$ cat src/rtl/dsil_pkg.sv
`timescale 1ns / 1ps
// ----------------------------------------------------------------------------
// Depth-sorted insert list package
// Beat types, operation and status codes, and controller interface structs.
// ----------------------------------------------------------------------------
package dsil_pkg;

  localparam int unsigned POS_W   = 6;
  localparam int unsigned TOTAL_W = 7;

  localparam logic [1:0] OP_INSERT = 2'd0;
  localparam logic [1:0] OP_REMOVE = 2'd1;
  localparam logic [1:0] OP_MOVE   = 2'd2;

  localparam logic [1:0] STAT_OK        = 2'd0;
  localparam logic [1:0] STAT_FULL      = 2'd1;
  localparam logic [1:0] STAT_NOT_FOUND = 2'd2;

  typedef struct packed {
    logic [1:0]         opcode;
    logic [15:0]        item_handle;
    logic signed [31:0] depth_key;
  } in_t;

  typedef struct packed {
    logic [1:0]         status;
    logic [POS_W-1:0]   position;
    logic [TOTAL_W-1:0] entry_total;
  } out_t;

  typedef enum logic [3:0] {
    ST_IDLE  = 4'b0001,
    ST_EXEC  = 4'b0010,
    ST_RECMP = 4'b0100,
    ST_REINS = 4'b1000
  } state_e;

  typedef struct packed {
    logic capture;
    logic recompare;
    logic do_ins;
    logic do_rem;
    logic load_out;
  } cmd_t;

  typedef struct packed {
    logic [1:0] op;
    logic       found;
  } stat_t;

endpackage

$ cat src/rtl/dsil_ctrl.sv
`timescale 1ns / 1ps
// ----------------------------------------------------------------------------
// Depth-sorted insert list controller
// Sequences capture, remove, recompare and insert steps and owns the beat
// handshakes on both channels.
// ----------------------------------------------------------------------------
module dsil_ctrl
  import dsil_pkg::*;
(
  input  logic  clk_i,
  input  logic  rst_ni,
  input  logic  in_valid_i,
  output logic  in_stall_o,
  output logic  out_valid_o,
  input  logic  out_stall_i,
  input  stat_t stat_i,
  output cmd_t  cmd_o
);

  state_e state_q, state_d;
  logic   out_valid_q, out_valid_d;
  logic   out_free;

  assign out_free    = !out_valid_q || !out_stall_i;
  assign in_stall_o  = (state_q != ST_IDLE);
  assign out_valid_o = out_valid_q;

  always_comb begin
    state_d = state_q;
    cmd_o   = '0;
    case (state_q)
      ST_IDLE: begin
        if (in_valid_i) begin
          cmd_o.capture = 1'b1;
          state_d       = ST_EXEC;
        end
      end
      ST_EXEC: begin
        if (stat_i.op == OP_MOVE && stat_i.found) begin
          cmd_o.do_rem = 1'b1;
          state_d      = ST_RECMP;
        end else if (out_free) begin
          cmd_o.load_out = 1'b1;
          cmd_o.do_ins   = (stat_i.op == OP_INSERT);
          cmd_o.do_rem   = (stat_i.op == OP_REMOVE);
          state_d        = ST_IDLE;
        end
      end
      ST_RECMP: begin
        cmd_o.recompare = 1'b1;
        state_d         = ST_REINS;
      end
      ST_REINS: begin
        if (out_free) begin
          cmd_o.do_ins   = 1'b1;
          cmd_o.load_out = 1'b1;
          state_d        = ST_IDLE;
        end
      end
      default: begin
        state_d = ST_IDLE;
      end
    endcase
  end

  always_comb begin
    out_valid_d = out_valid_q;
    if (cmd_o.load_out) begin
      out_valid_d = 1'b1;
    end else if (!out_stall_i) begin
      out_valid_d = 1'b0;
    end
  end

  always_ff @(posedge clk_i or negedge rst_ni) begin
    if (!rst_ni) begin
      state_q     <= ST_IDLE;
      out_valid_q <= 1'b0;
    end else begin
      state_q     <= state_d;
      out_valid_q <= out_valid_d;
    end
  end

endmodule

$ cat config.mk
export PLATFORM = sky130hd
export DESIGN_NAME = dsil_ctrl
export DESIGN_NICKNAME = d
export VERILOG_FILES = /design/src/rtl/dsil_pkg.sv /design/src/rtl/dsil_ctrl.sv
export SDC_FILE = /design/constraint.sdc
export NUM_CORES = 1
export LEC_CHECK = 0
export BUFFER_PORTS_ARGS = -buffer_cell sky130_fd_sc_hd__buf_2
export CAP_MARGIN = 20
export CORE_AREA = 3 3 40 42
export DETAILED_ROUTE_END_ITERATION = 10
export DIE_AREA = 0 0 43 45
export PLACE_DENSITY = 0.54
export SLEW_MARGIN = 0
export SYNTH_ARGS = -nofsm -noshare
export SYNTH_HDL_FRONTEND = slang
export SYNTH_SLANG_ARGS = --single-unit
$ cat constraint.sdc
create_clock -name clk_i -period 1.85 [get_ports clk_i]
set_input_delay 0.37 -clock clk_i [delete_from_list [all_inputs] [get_ports clk_i]]
set_output_delay 0.37 -clock clk_i [all_outputs]
set_load 0.01 [all_outputs]
* Word level (Yosys, flattened, before mapping)
Cells that the tools add are included.
** Word-level totals
- Register bits after elaboration :: 5
- Bits of input ports :: 7
- Output and inout bits :: 7
- Word-level logic and storage cells :: 33
** Operators by class
- Equality and inequality tests :: 9
- Muxes and demuxes :: 17
- Reductions and logical operators :: 5
** Operators with widths (number)
- $pmux 4 s4 :: 1
- $mux 4 :: 3
- $mux 1 :: 10
- $eq 4x1->1 const B :: 1
- $eq 4x2->1 const B :: 1
- $eq 4x3->1 const B :: 1
- $eq 4x4->1 const B :: 1
- $ne 4x1->1 const B :: 1
- $pmux 1 s2 :: 2
- $mux 3 :: 1
- $eq 2x1->1 const B :: 1
- $eq 2x2->1 const B :: 1
- $logic_not 1->1 :: 2
- $logic_not 2->1 :: 1
- $ne 2x1->1 const B :: 1
- $ne 2x2->1 const B :: 1
- $logic_and 1x1->1 :: 1
- $logic_or 1x1->1 :: 1

* Depth between registers and ports, before layout
Gate-level depths: netlist of the first run.
- Depth after elaboration :: 6
- Depth in mapped cells :: 4
- Mapped depth without buffers :: 3

* Worst setup path before layout of the first run
OpenSTA, ideal clock, no wires.
- Path type :: register to output
- From :: register state_q[2]
- To :: output cmd_o[1] in the netlist's numbering
- Arrival time :: 1157 ps
- Required time :: 1480 ps
- Path slack :: 323 ps
- Cell stages (with the launch flop) :: 3
- Buffers on the path :: 0
- Path through :: dfrtp_1 nor4b_4 a21boi_0
** RTL lines
- from (decl) :: RTL line dsil_ctrl.sv:20 : state_e state_q, state_d;
- from (signal assigned) :: RTL line dsil_ctrl.sv:80 : state_q <= state_d;
- to (decl) :: RTL line dsil_ctrl.sv:17 : output cmd_t cmd_o

==> results of run 1 <==
worst max path at each step:
stage                from        to  slack, ns
3_5_place_dp   state_q[2]  cmd_o[0]       0.26
6_report       state_q[2]  cmd_o[0]       0.05
5_1_grt        state_q[2]  cmd_o[0]      -0.04
3_3_place_gp   state_q[2]  cmd_o[0]       0.28
4_1_cts        state_q[2]  cmd_o[0]       0.01
2_1_floorplan  state_q[2]  cmd_o[1]       0.32
flip-flops by register name (all words and copies together) (netlist names):
name and count:
state_q 4, out_valid_o 1
power by group through the flow:
stage	Clock (mW)	Sequential [mW]	Combinational, mW
6_report	0.124	0.199	0.229
2_1_floorplan	0	0.183	0.129
3_3_place_gp	0	0.185	0.180
5_1_grt	0.143	0.207	0.255
3_5_place_dp	0	0.187	0.180
4_1_cts	0.130	0.185	0.188
critical path: stages, from the launching register on:
cell and delay, ns:
dfrtp_2 0.47, nor4b_4 0.38, a21oi_2 0.12, nor2_1 0.09
buf_2 0.13
per-layer routing:
layer | vias to the layer above | part of all wire [%] | track usage [%]
met1 | 134 | 41 | 10.8
met2 | 12 | 49 | 13.5
met5 | - | 0 | 0
met3 | 2 | 6.0 | 3.59
li1 | 157 | - | -
met4 | 0 | 3.5 | 9.04
stage by stage:
| stage | setup TNS [ns] | utilization [%] |
|---|---|---|
| detailed placement | 0 | 32.1 |
| global route | -0.107 | 41.0 |
| global placement | 0 | 32.1 |
| CTS | 0 | 35.5 |
| floorplan | 0 | - |
| finish | 0 | 41.0 |
layout by cell type, fill, tap and decap left out, types with 2 or more instances in the layout:
cell type and instances:
buf_2 12, nor4b_4 3, nand3b_1 3, nor2_1 3, nand2_1 3, clkbuf_4 3
buf_4 3, dfrtp_2 3, a21oi_2 2
kinds of logic (layout without fill, tap and decap cells):
kind of cell	after synthesis	in the layout	synth area share (%)
and+or+nand+nor	17	17	41.4
AOI/OAI and AO/OA	7	7	16.8
buffers and inverters	3	23	4.76
DFF	5	5	37.0
what timing repair did:
action / in CTS / in global routing
hold buffers: 1 / 0
pin swaps: 1 / 4
setup buffers: 1 / 3
resized for setup: 0 / 9
setup endpoints to repair: 1 / 4
endpoints found under the hold margin: 4 / 0
layout make-up:
class / count / area [um^2] / area share, %
Tap cell: 15 / 18.8 / 3.56
Timing Repair Buffer: 18 / 124 / 23.5
Clock buffer: 4 / 26.3 / 4.99
Multi-Input combinational cell: 24 / 224 / 42.5
Inverter: 1 / 3.75 / 0.713
Sequential cell: 5 / 130 / 24.7
==> summary.txt, run 1 <==
Run status
  • Outcome: finished, final reports clean

CTS
  • CTS tree: done
  • Clock sinks: 5
  • Longest Clk Path Bufs: 2
  • Root Driver: clkbuf_4
  • H-tree Lvls: 1
  • CTS clk-pin slew, worst paths: 0.04 ns
  • Clock latency on the worst-skew pair: 0.24 ns
  • Num CTS Buffers: 3

Setup path
  • R2R cell count: 4
  • CP startpoint kind: flip-flop
  • Worst Path Max Fanout: 6
  • Critical path arrival: 1.43 ns
  • Crit Reg-Reg Endpoint: state_q[0]
  • RR Startpoint: state_q[0]
  • WP data required: 1.48 ns
  • R2R setup slack: 0.52 ns
  • Worst Setup End Kind: primary output
  • Crit path kind: reg2out

Place
  • Post-DP Area: 413 um^2
  • Cell count after placement: 58
  • Final GP Congestion: 0.723
  • Input/output buffers: 13
  • Dpl hpwl: 557 um
  • DP Worst Slack: 0.259 ns

Finish
  • FILL cells: 128
  • Finished Layout Cells: 67
  • Fin nets: 60
  • N_diodes: 0
  • Layout cell share with drive strength beyond 1: 65.4%
  • Final instance area: 527 um^2
  • P&R area growth vs syn: 54.2%

Power and ir drop
  • Pwr Total: 0.553 mW
  • Lkg Pwr: 0.238 nW
  • Switching Fraction: 33.8%
  • Combinational cell fraction of total power: 41.5%
  • Seq pwr share: 36.0%
  • Max IR drop VDD: 378 uV
  • Internal power: 0.366 mW
  • Clock Power Share: 22.5%
  • PD cells: 1050 nW/um^2
  • P_sw: 0.187 mW

Die
  • Initial Utilization: 26.6%
  • Die ar.: 1940 um^2
  • Core ar.: 1280 um^2
  • Row count: 13
  • Io pins: 14
  • DIE HEIGHT: 45 um
  • Chip width: 43 um

Route
  • DR vias: 305
  • DRT iter0 DRCs: 3
  • Antenna Nets Post-Route: 0
  • Wirelength per Cell: 11.4 um
  • Drt first pass iters: 2
  • Drt total wl: 767 um
  • Drt drc: 0
  • Vias/cell: 4.55

Job
  • Max Cap Viol: 0

STA
  • Final worst-path setup slack: 0.0486 ns
  • Slew Limit Fails: 0
  • Tcrit/Tclk final: 97.4%
  • Fin crit period: 1.80 ns
  • Final setup viols: 0
  • Hold Slack: 0.373 ns
  • Max Clock Freq: 555 MHz
  • Max-slew headroom: 78.0%
  • RSZ-0062 raised after global routing: yes
  • Clock skew: 0.000943 ns
  • Hold Vio Cnt, Final: 0
  • Worst slew pin tran: 0.329 ns

Synthesis
  • Syn nets: 39
  • Mean Syn Cell Area: 10.7 um^2
  • Sequential share of the synthesized area: 37.0%
  • Yosys top cell by area: dfrtp_1
  • Ranking of synthesized cells by area: dfrtp_1 (29%), nor4b_2 (13%), dfstp_2 (7.7%)
  • Synth warnings: 0
  • Synthesized flop and latch total: 5
  • Share of the synthesized area in the top cell type: 29.3%
  • Synth top cells by count: dfrtp_1 (4), nand2_1 (3), nand3b_1 (3), nor2_1 (3), nor4b_2 (3)
  • Synth unique cells: 20
  • EDFF count, synth: 0
  • Primary FF master, synth: dfrtp_1
  • Cells after Synth: 32
  • Most frequent cell after synthesis: dfrtp_1
  • Asr flop ratio synth: 100%
  • Post-Synthesis Cell Area: 342 um^2

Global route
  • GRT Overall Usage: 9.46%
  • Number of global-route vias before repair: 290
  • Initial antenna violation count: 0
  • Global-route wire length before repair: 1260 um
  • Total gr overflow: 0
  • Largest net degree at the start of global routing: 8

Hold path
  • Hold Path Depth: 3
  • WHS Endpoint: out_valid_o
  • Worst min-delay path class: in2reg
  • Worst Min Path Start: out_stall_i
Power figures use the tool's default switching activity.
==> run 2, diff against run 1 <==
CELL_PAD_IN_SITES_DETAIL_PLACEMENT = 2   (was unset)
CELL_PAD_IN_SITES_GLOBAL_PLACEMENT = 2   (was unset)
CORE_AREA = unset   (was 3 3 40 42)
CORE_MARGIN = 3   (was unset)
CORE_UTILIZATION = 25   (was unset)
DIE_AREA = unset   (was 0 0 43 45)
PLACE_DENSITY = 0.77   (was 0.54)
RECOVER_POWER = 100   (was unset)
==> run 2 against run 1 <==
  * Clock skew increased by 0.00059 ns
  * Final area increased by 2.6%
  * Global-route usage increased by 3.6 points
  * Sequential power about the same
  * First-iteration DRC count decreased by 33%
  * Critical endpoint unchanged
  * Largest cell class unchanged
==> summary.txt, run 2 (synthesis results as in run 1) <==
Die
  • Row count: 12
  • Initial Utilization: 28.8%
  • Die ar.: 1850 um^2
  • Io pins: 14
  • Core ar.: 1190 um^2
  • Chip width: 43.0 um
  • DIE HEIGHT: 43.0 um

STA
  • Setup TNS: 0 ns
  • Hold Slack: 0.419 ns
  • RSZ-0062 raised after global routing: yes
  • Slew Limit Fails: 0
  • Hold Vio Cnt, Final: 0
  • Max Clock Freq: 544 MHz
  • Max-slew headroom: 77.1%
  • Worst slew pin tran: 0.343 ns
  • Final worst-path setup slack: 0.0104 ns
  • Clock skew: 0.00154 ns
  • Fin crit period: 1.84 ns
  • Tcrit/Tclk final: 99.4%
  • Final setup viols: 0

Route
  • Vias/cell: 4.97
  • Drt first pass iters: 2
  • Drt drc: 0
  • Antenna Nets Post-Route: 0
  • Wirelength per Cell: 16.5 um
  • DRT iter0 DRCs: 2
  • Drt total wl: 1160 um
  • DR vias: 348

Setup path
  • Crit path kind: reg2out
  • Worst Setup End Kind: primary output
  • Critical path arrival: 1.47 ns
  • R2R cell count: 6
  • WP data required: 1.48 ns
  • Worst Path Max Fanout: 6
  • CP startpoint kind: flip-flop

Finish
  • Biggest register: state_q
  • N_diodes: 0
  • Finished Layout Cells: 70
  • Layout cell share with drive strength beyond 1: 64.3%
  • P&R area growth vs syn: 58.2%
  • Most common cell after layout, fill and taps aside: buf_2
  • Number of flip-flops in the largest register: 4
  • Most frequent cells in the layout: buf_2 (10), buf_4 (8)
  • Final instance area: 541 um^2
  • Fin nets: 64
  • FILL cells: 129

CTS
  • CTS clk-pin slew, worst paths: 0.04 ns
  • CTS tree: done
  • Clock latency on the worst-skew pair: 0.25 ns
  • Clock sinks: 5
  • Num CTS Buffers: 3
  • H-tree Lvls: 1
  • Root Driver: clkbuf_4
  • Longest Clk Path Bufs: 2

Global route
  • GRT Overall Usage: 13.0%
  • Number of global-route vias before repair: 340
  • Initial antenna violation count: 0
  • Largest net degree at the start of global routing: 7
  • Total gr overflow: 0
  • Global-route wire length before repair: 1710 um

Power and ir drop
  • Max IR drop VDD: 543 uV
  • Seq pwr share: 33.9%
  • P_sw: 0.208 mW
  • Combinational cell fraction of total power: 43.3%
  • Lkg Pwr: 0.250 nW
  • Clock Power Share: 22.8%
  • Internal power: 0.372 mW
  • Switching Fraction: 35.8%
  • PD cells: 1070 nW/um^2

Place
  • Final GP Congestion: 0.755
  • Dpl hpwl: 760 um
  • Cell count after placement: 57
  • DP Worst Slack: 0.188 ns
  • Input/output buffers: 13
  • Post-DP Area: 412 um^2

Hold path
  • Hold Path Depth: 3
  • Worst min-delay path class: in2reg

Run status
  • Outcome: finished, final reports clean

Job
  • Max Cap Viol: 0
## run 2: cell count changes in the layout (fill, tap and decap cells not counted)
| cell | delta |
|---|---|
| buf_12 | -1 |
| buf_2 | -2 |
| buf_4 | +5 |
| clkbuf_1 | +2 |
## run 2: final timing paths
kind / endpoint / slack (ns) / from
max in group asynchronous: state_q[0] / 1.06 / rst_ni
min in group asynchronous: state_q[1] / 0.52 / rst_ni
worst min register to register: state_q[3] / 0.56 / state_q[1]
worst min-delay path: out_valid_o / 0.42 / out_stall_i
worst max register to register: state_q[0] / 0.43 / state_q[3]
worst max-delay path: cmd_o[0] / 0.01 / state_q[0]
## run 2: critical path, cell delays in order (launching register included)
cell and delay, ns:
dfstp_2 0.61, nor4b_4 0.06, buf_4 0.16, a21oi_2 0.18, nor2_1 0.05, buf_2 0.14
## run 2: repair_timing
item / in CTS / in global routing
setup buffers: 3 / 5
gates resized for setup: 3 / 6
endpoints found under the setup margin: 4 / 4
endpoints found under the hold margin: 4 / 0
hold buffers: 1 / 0
pin swaps: 1 / 5
## run 2: routing by layer
layer	vias up	GRT usage [%]	share of wire, %
met4	0	9.04	2.7
met1	174	15.0	37
met3	2	2.54	3.5
met5	-	0	0
li1	163	-	-
met2	9	21.3	56
## run 2: power groups by stage
stage,sequential [mW],clock (mW),combinational (mW)
detailed placement,0.187,0,0.190
CTS,0.187,0.138,0.210
global route,0.203,0.147,0.275
floorplan,0.183,0,0.129
finish,0.197,0.132,0.251
global placement,0.182,0,0.181
## run 2: layout make-up
type,instances,area [um^2],area share [%]
Inverter,1,3.75,0.694
Sequential cell,5,130,24.1
Timing Repair Buffer,22,139,25.7
Multi-Input combinational cell,24,224,41.4
Clock buffer,4,26.3,4.86
Tap cell,14,17.5,3.24
## run 2: stage by stage
stage          total power, mW  util (%)
5_1_grt                  0.625      45.6
2_1_floorplan            0.312         -
6_report                 0.580      45.6
3_3_place_gp             0.363      34.7
4_1_cts                  0.534      40.1
3_5_place_dp             0.377      34.7
==> run 3, diff against run 2 <==
CORE_ASPECT_RATIO = 0.9   (was unset)
CORE_UTILIZATION = 23   (was 25)
PLACE_DENSITY = 0.75   (was 0.77)
clock period = 1.5 ns   (was 1.85 ns; I/O delays follow)
==> run 3 against run 2 <==
  * The run now ends with setup timing left
  * Setup slack lost 0.24 ns
  * Global-route usage shrank 0.29 points
  * Hold slack lost 0.10 ns
  * Sequential cell count is the same
  * Clock skew grew 0.0031 ns
  * Cell count shrank 5.7%
  * First-iteration DRC count shrank 100%
  * Count of clock-buffer cells in the layout is the same
  * Highest routed layer unchanged
==> summary.txt, run 3 (synthesis results as in run 1) <==
Finish
  • N_diodes: 0
  • Number of flip-flops in the largest register: 4
  • Fin nets: 60
  • Register Area: 129 um^2
  • Biggest register: state_q
  • Layout cell share with drive strength beyond 1: 55.8%
  • Most common cell after layout, fill and taps aside: buf_2
  • P&R area growth vs syn: 39.9%
  • Final instance area: 478 um^2
  • Most frequent cells in the layout: buf_2 (11), clkbuf_1 (4)
  • Multi-input gate area: 203 um^2
  • FILL cells: 154

Die
  • Initial Utilization: 26.1%
  • Row count: 12
  • Core ar.: 1310 um^2
  • DIE HEIGHT: 42.6 um
  • Die ar.: 1980 um^2
  • Io pins: 14
  • Chip width: 46.6 um

Run status
  • Violated checks: setup timing
  • Outcome: finished with violations

STA
  • RSZ-0062 raised after global routing: yes
  • Worst slew pin tran: 0.358 ns
  • Setup TNS: -1.03 ns
  • Fin crit period: 1.73 ns
  • Hold Vio Cnt, Final: 0
  • Tcrit/Tclk final: 116%
  • Final worst-path setup slack: -0.234 ns
  • Slew Limit Fails: 0
  • Final setup viols: 6
  • Max Clock Freq: 577 MHz
  • Max-slew headroom: 76.0%
  • Clock skew: 0.00464 ns

Route
  • Drt drc: 0
  • DRT iter0 DRCs: 0
  • DR vias: 320
  • Vias/cell: 4.85
  • Wirelength per Cell: 14.8 um
  • Antenna Nets Post-Route: 0
  • Drt total wl: 977 um
  • Drt first pass iters: 1

Setup path
  • CP startpoint kind: flip-flop
  • WP data required: 1.20 ns
  • Crit-path leading delay family: flip-flops
  • Buf+Inv Stages, Crit Path: 1
  • Slowest CP cell: dfstp_2
  • CP peak stage delay: 0.60 ns
  • Crit path kind: reg2out
  • CP cell instances: nor4b_2 -> and2_4 -> buf_2
  • Worst Setup End Kind: primary output
  • Critical path arrival: 1.43 ns
  • Worst Path Max Fanout: 5

Global route
  • Number of global-route vias before repair: 364
  • Largest net degree at the start of global routing: 7
  • GRT Overall Usage: 12.7%
  • Initial antenna violation count: 0
  • Total gr overflow: 0
  • Global-route wire length before repair: 1700 um

Place
  • Final GP Congestion: 0.823
  • Post-DP Area: 427 um^2
  • DP Worst Slack: -0.105 ns
  • Dpl hpwl: 790 um
  • Input/output buffers: 13

CTS
  • Clock sinks: 5
  • CTS tree: done
  • Num CTS Buffers: 3
  • Longest Clk Path Bufs: 2
  • CTS clk-pin slew, worst paths: 0.04 ns
  • Clock latency on the worst-skew pair: 0.25 ns
  • H-tree Lvls: 1
  • Root Driver: clkbuf_4

Hold path
  • Worst min-delay path class: in2reg

Job
  • Max Cap Viol: 0

Power and ir drop
  • PD cells: 1350 nW/um^2
  • Max IR drop VDD: 346 uV
  • Lkg Pwr: 0.216 nW
[run 3: cell count changes in the layout (fill, tap and decap cells not counted), sizes merged]
cell,previous run,this run
buf,19,14
clkbuf,6,7
[run 3: stage by stage]
| stage | utilization [%] | total power, mW | hold WS (ns) | std cells |
|---|---|---|---|---|
| global placement | 32.7 | 0.475 | 0.116 | 59 |
| detailed placement | 32.7 | 0.486 | 0.119 | 59 |
| CTS | 37.0 | 0.668 | 0.301 | 66 |
| floorplan | - | 0.385 | 0.00441 | 32 |
| global route | 36.6 | 0.702 | 0.330 | 66 |
| finish | 36.6 | 0.646 | 0.314 | 66 |
[run 3: final cells by class]
type	count	area share, %
clock buffers	4	5.50
multi-input cells	24	42.4
flip-flops and latches	5	27.0
well taps	14	3.66
inverters	1	0.785
repair buffers	18	20.7
[run 3: path summary, 6_finish.rpt]
kind	startpoint	end	slack, ns	depth (start not counted)
max	state_q[0]	cmd_o[4]	-0.23	3
min	out_stall_i	out_valid_o	0.31	3
max reg2reg	state_q[0]	state_q[1]	0.10	4
min reg2reg	state_q[1]	state_q[3]	0.53	1
max in group asynchronous	rst_ni	state_q[0]	0.80	2
min in group asynchronous	rst_ni	state_q[1]	0.43	2
[run 3: what timing repair did]
action / 4_1_cts / 5_1_grt
setup buffers: 2 / 0
pin swaps: 1 / 1
resized for setup: 3 / 1
endpoints found under the setup margin: 6 / 6
hold buffers: 1 / 0
endpoints found under the hold margin: 4 / 0
[run 3: worst register-to-register path, stage by stage, from the launching register on]
cell      delay (ns)
dfstp_2         0.60
nor4b_2         0.28
and2_4          0.19
clkbuf_1        0.13
a31o_2          0.13
[run 3: per-layer routing]
layer	routed length (um)	GRT usage, %
met5	0	0
met4	16	9.94
met3	43	3.86
met2	471	17.9
met1	446	15.5
[run 3: report_power, final]
group | internal (mW) | switching (mW)
clock | 0.101 | 0.0588
sequential | 0.179 | 0.0553
combinational | 0.133 | 0.119
total | 0.413 | 0.233
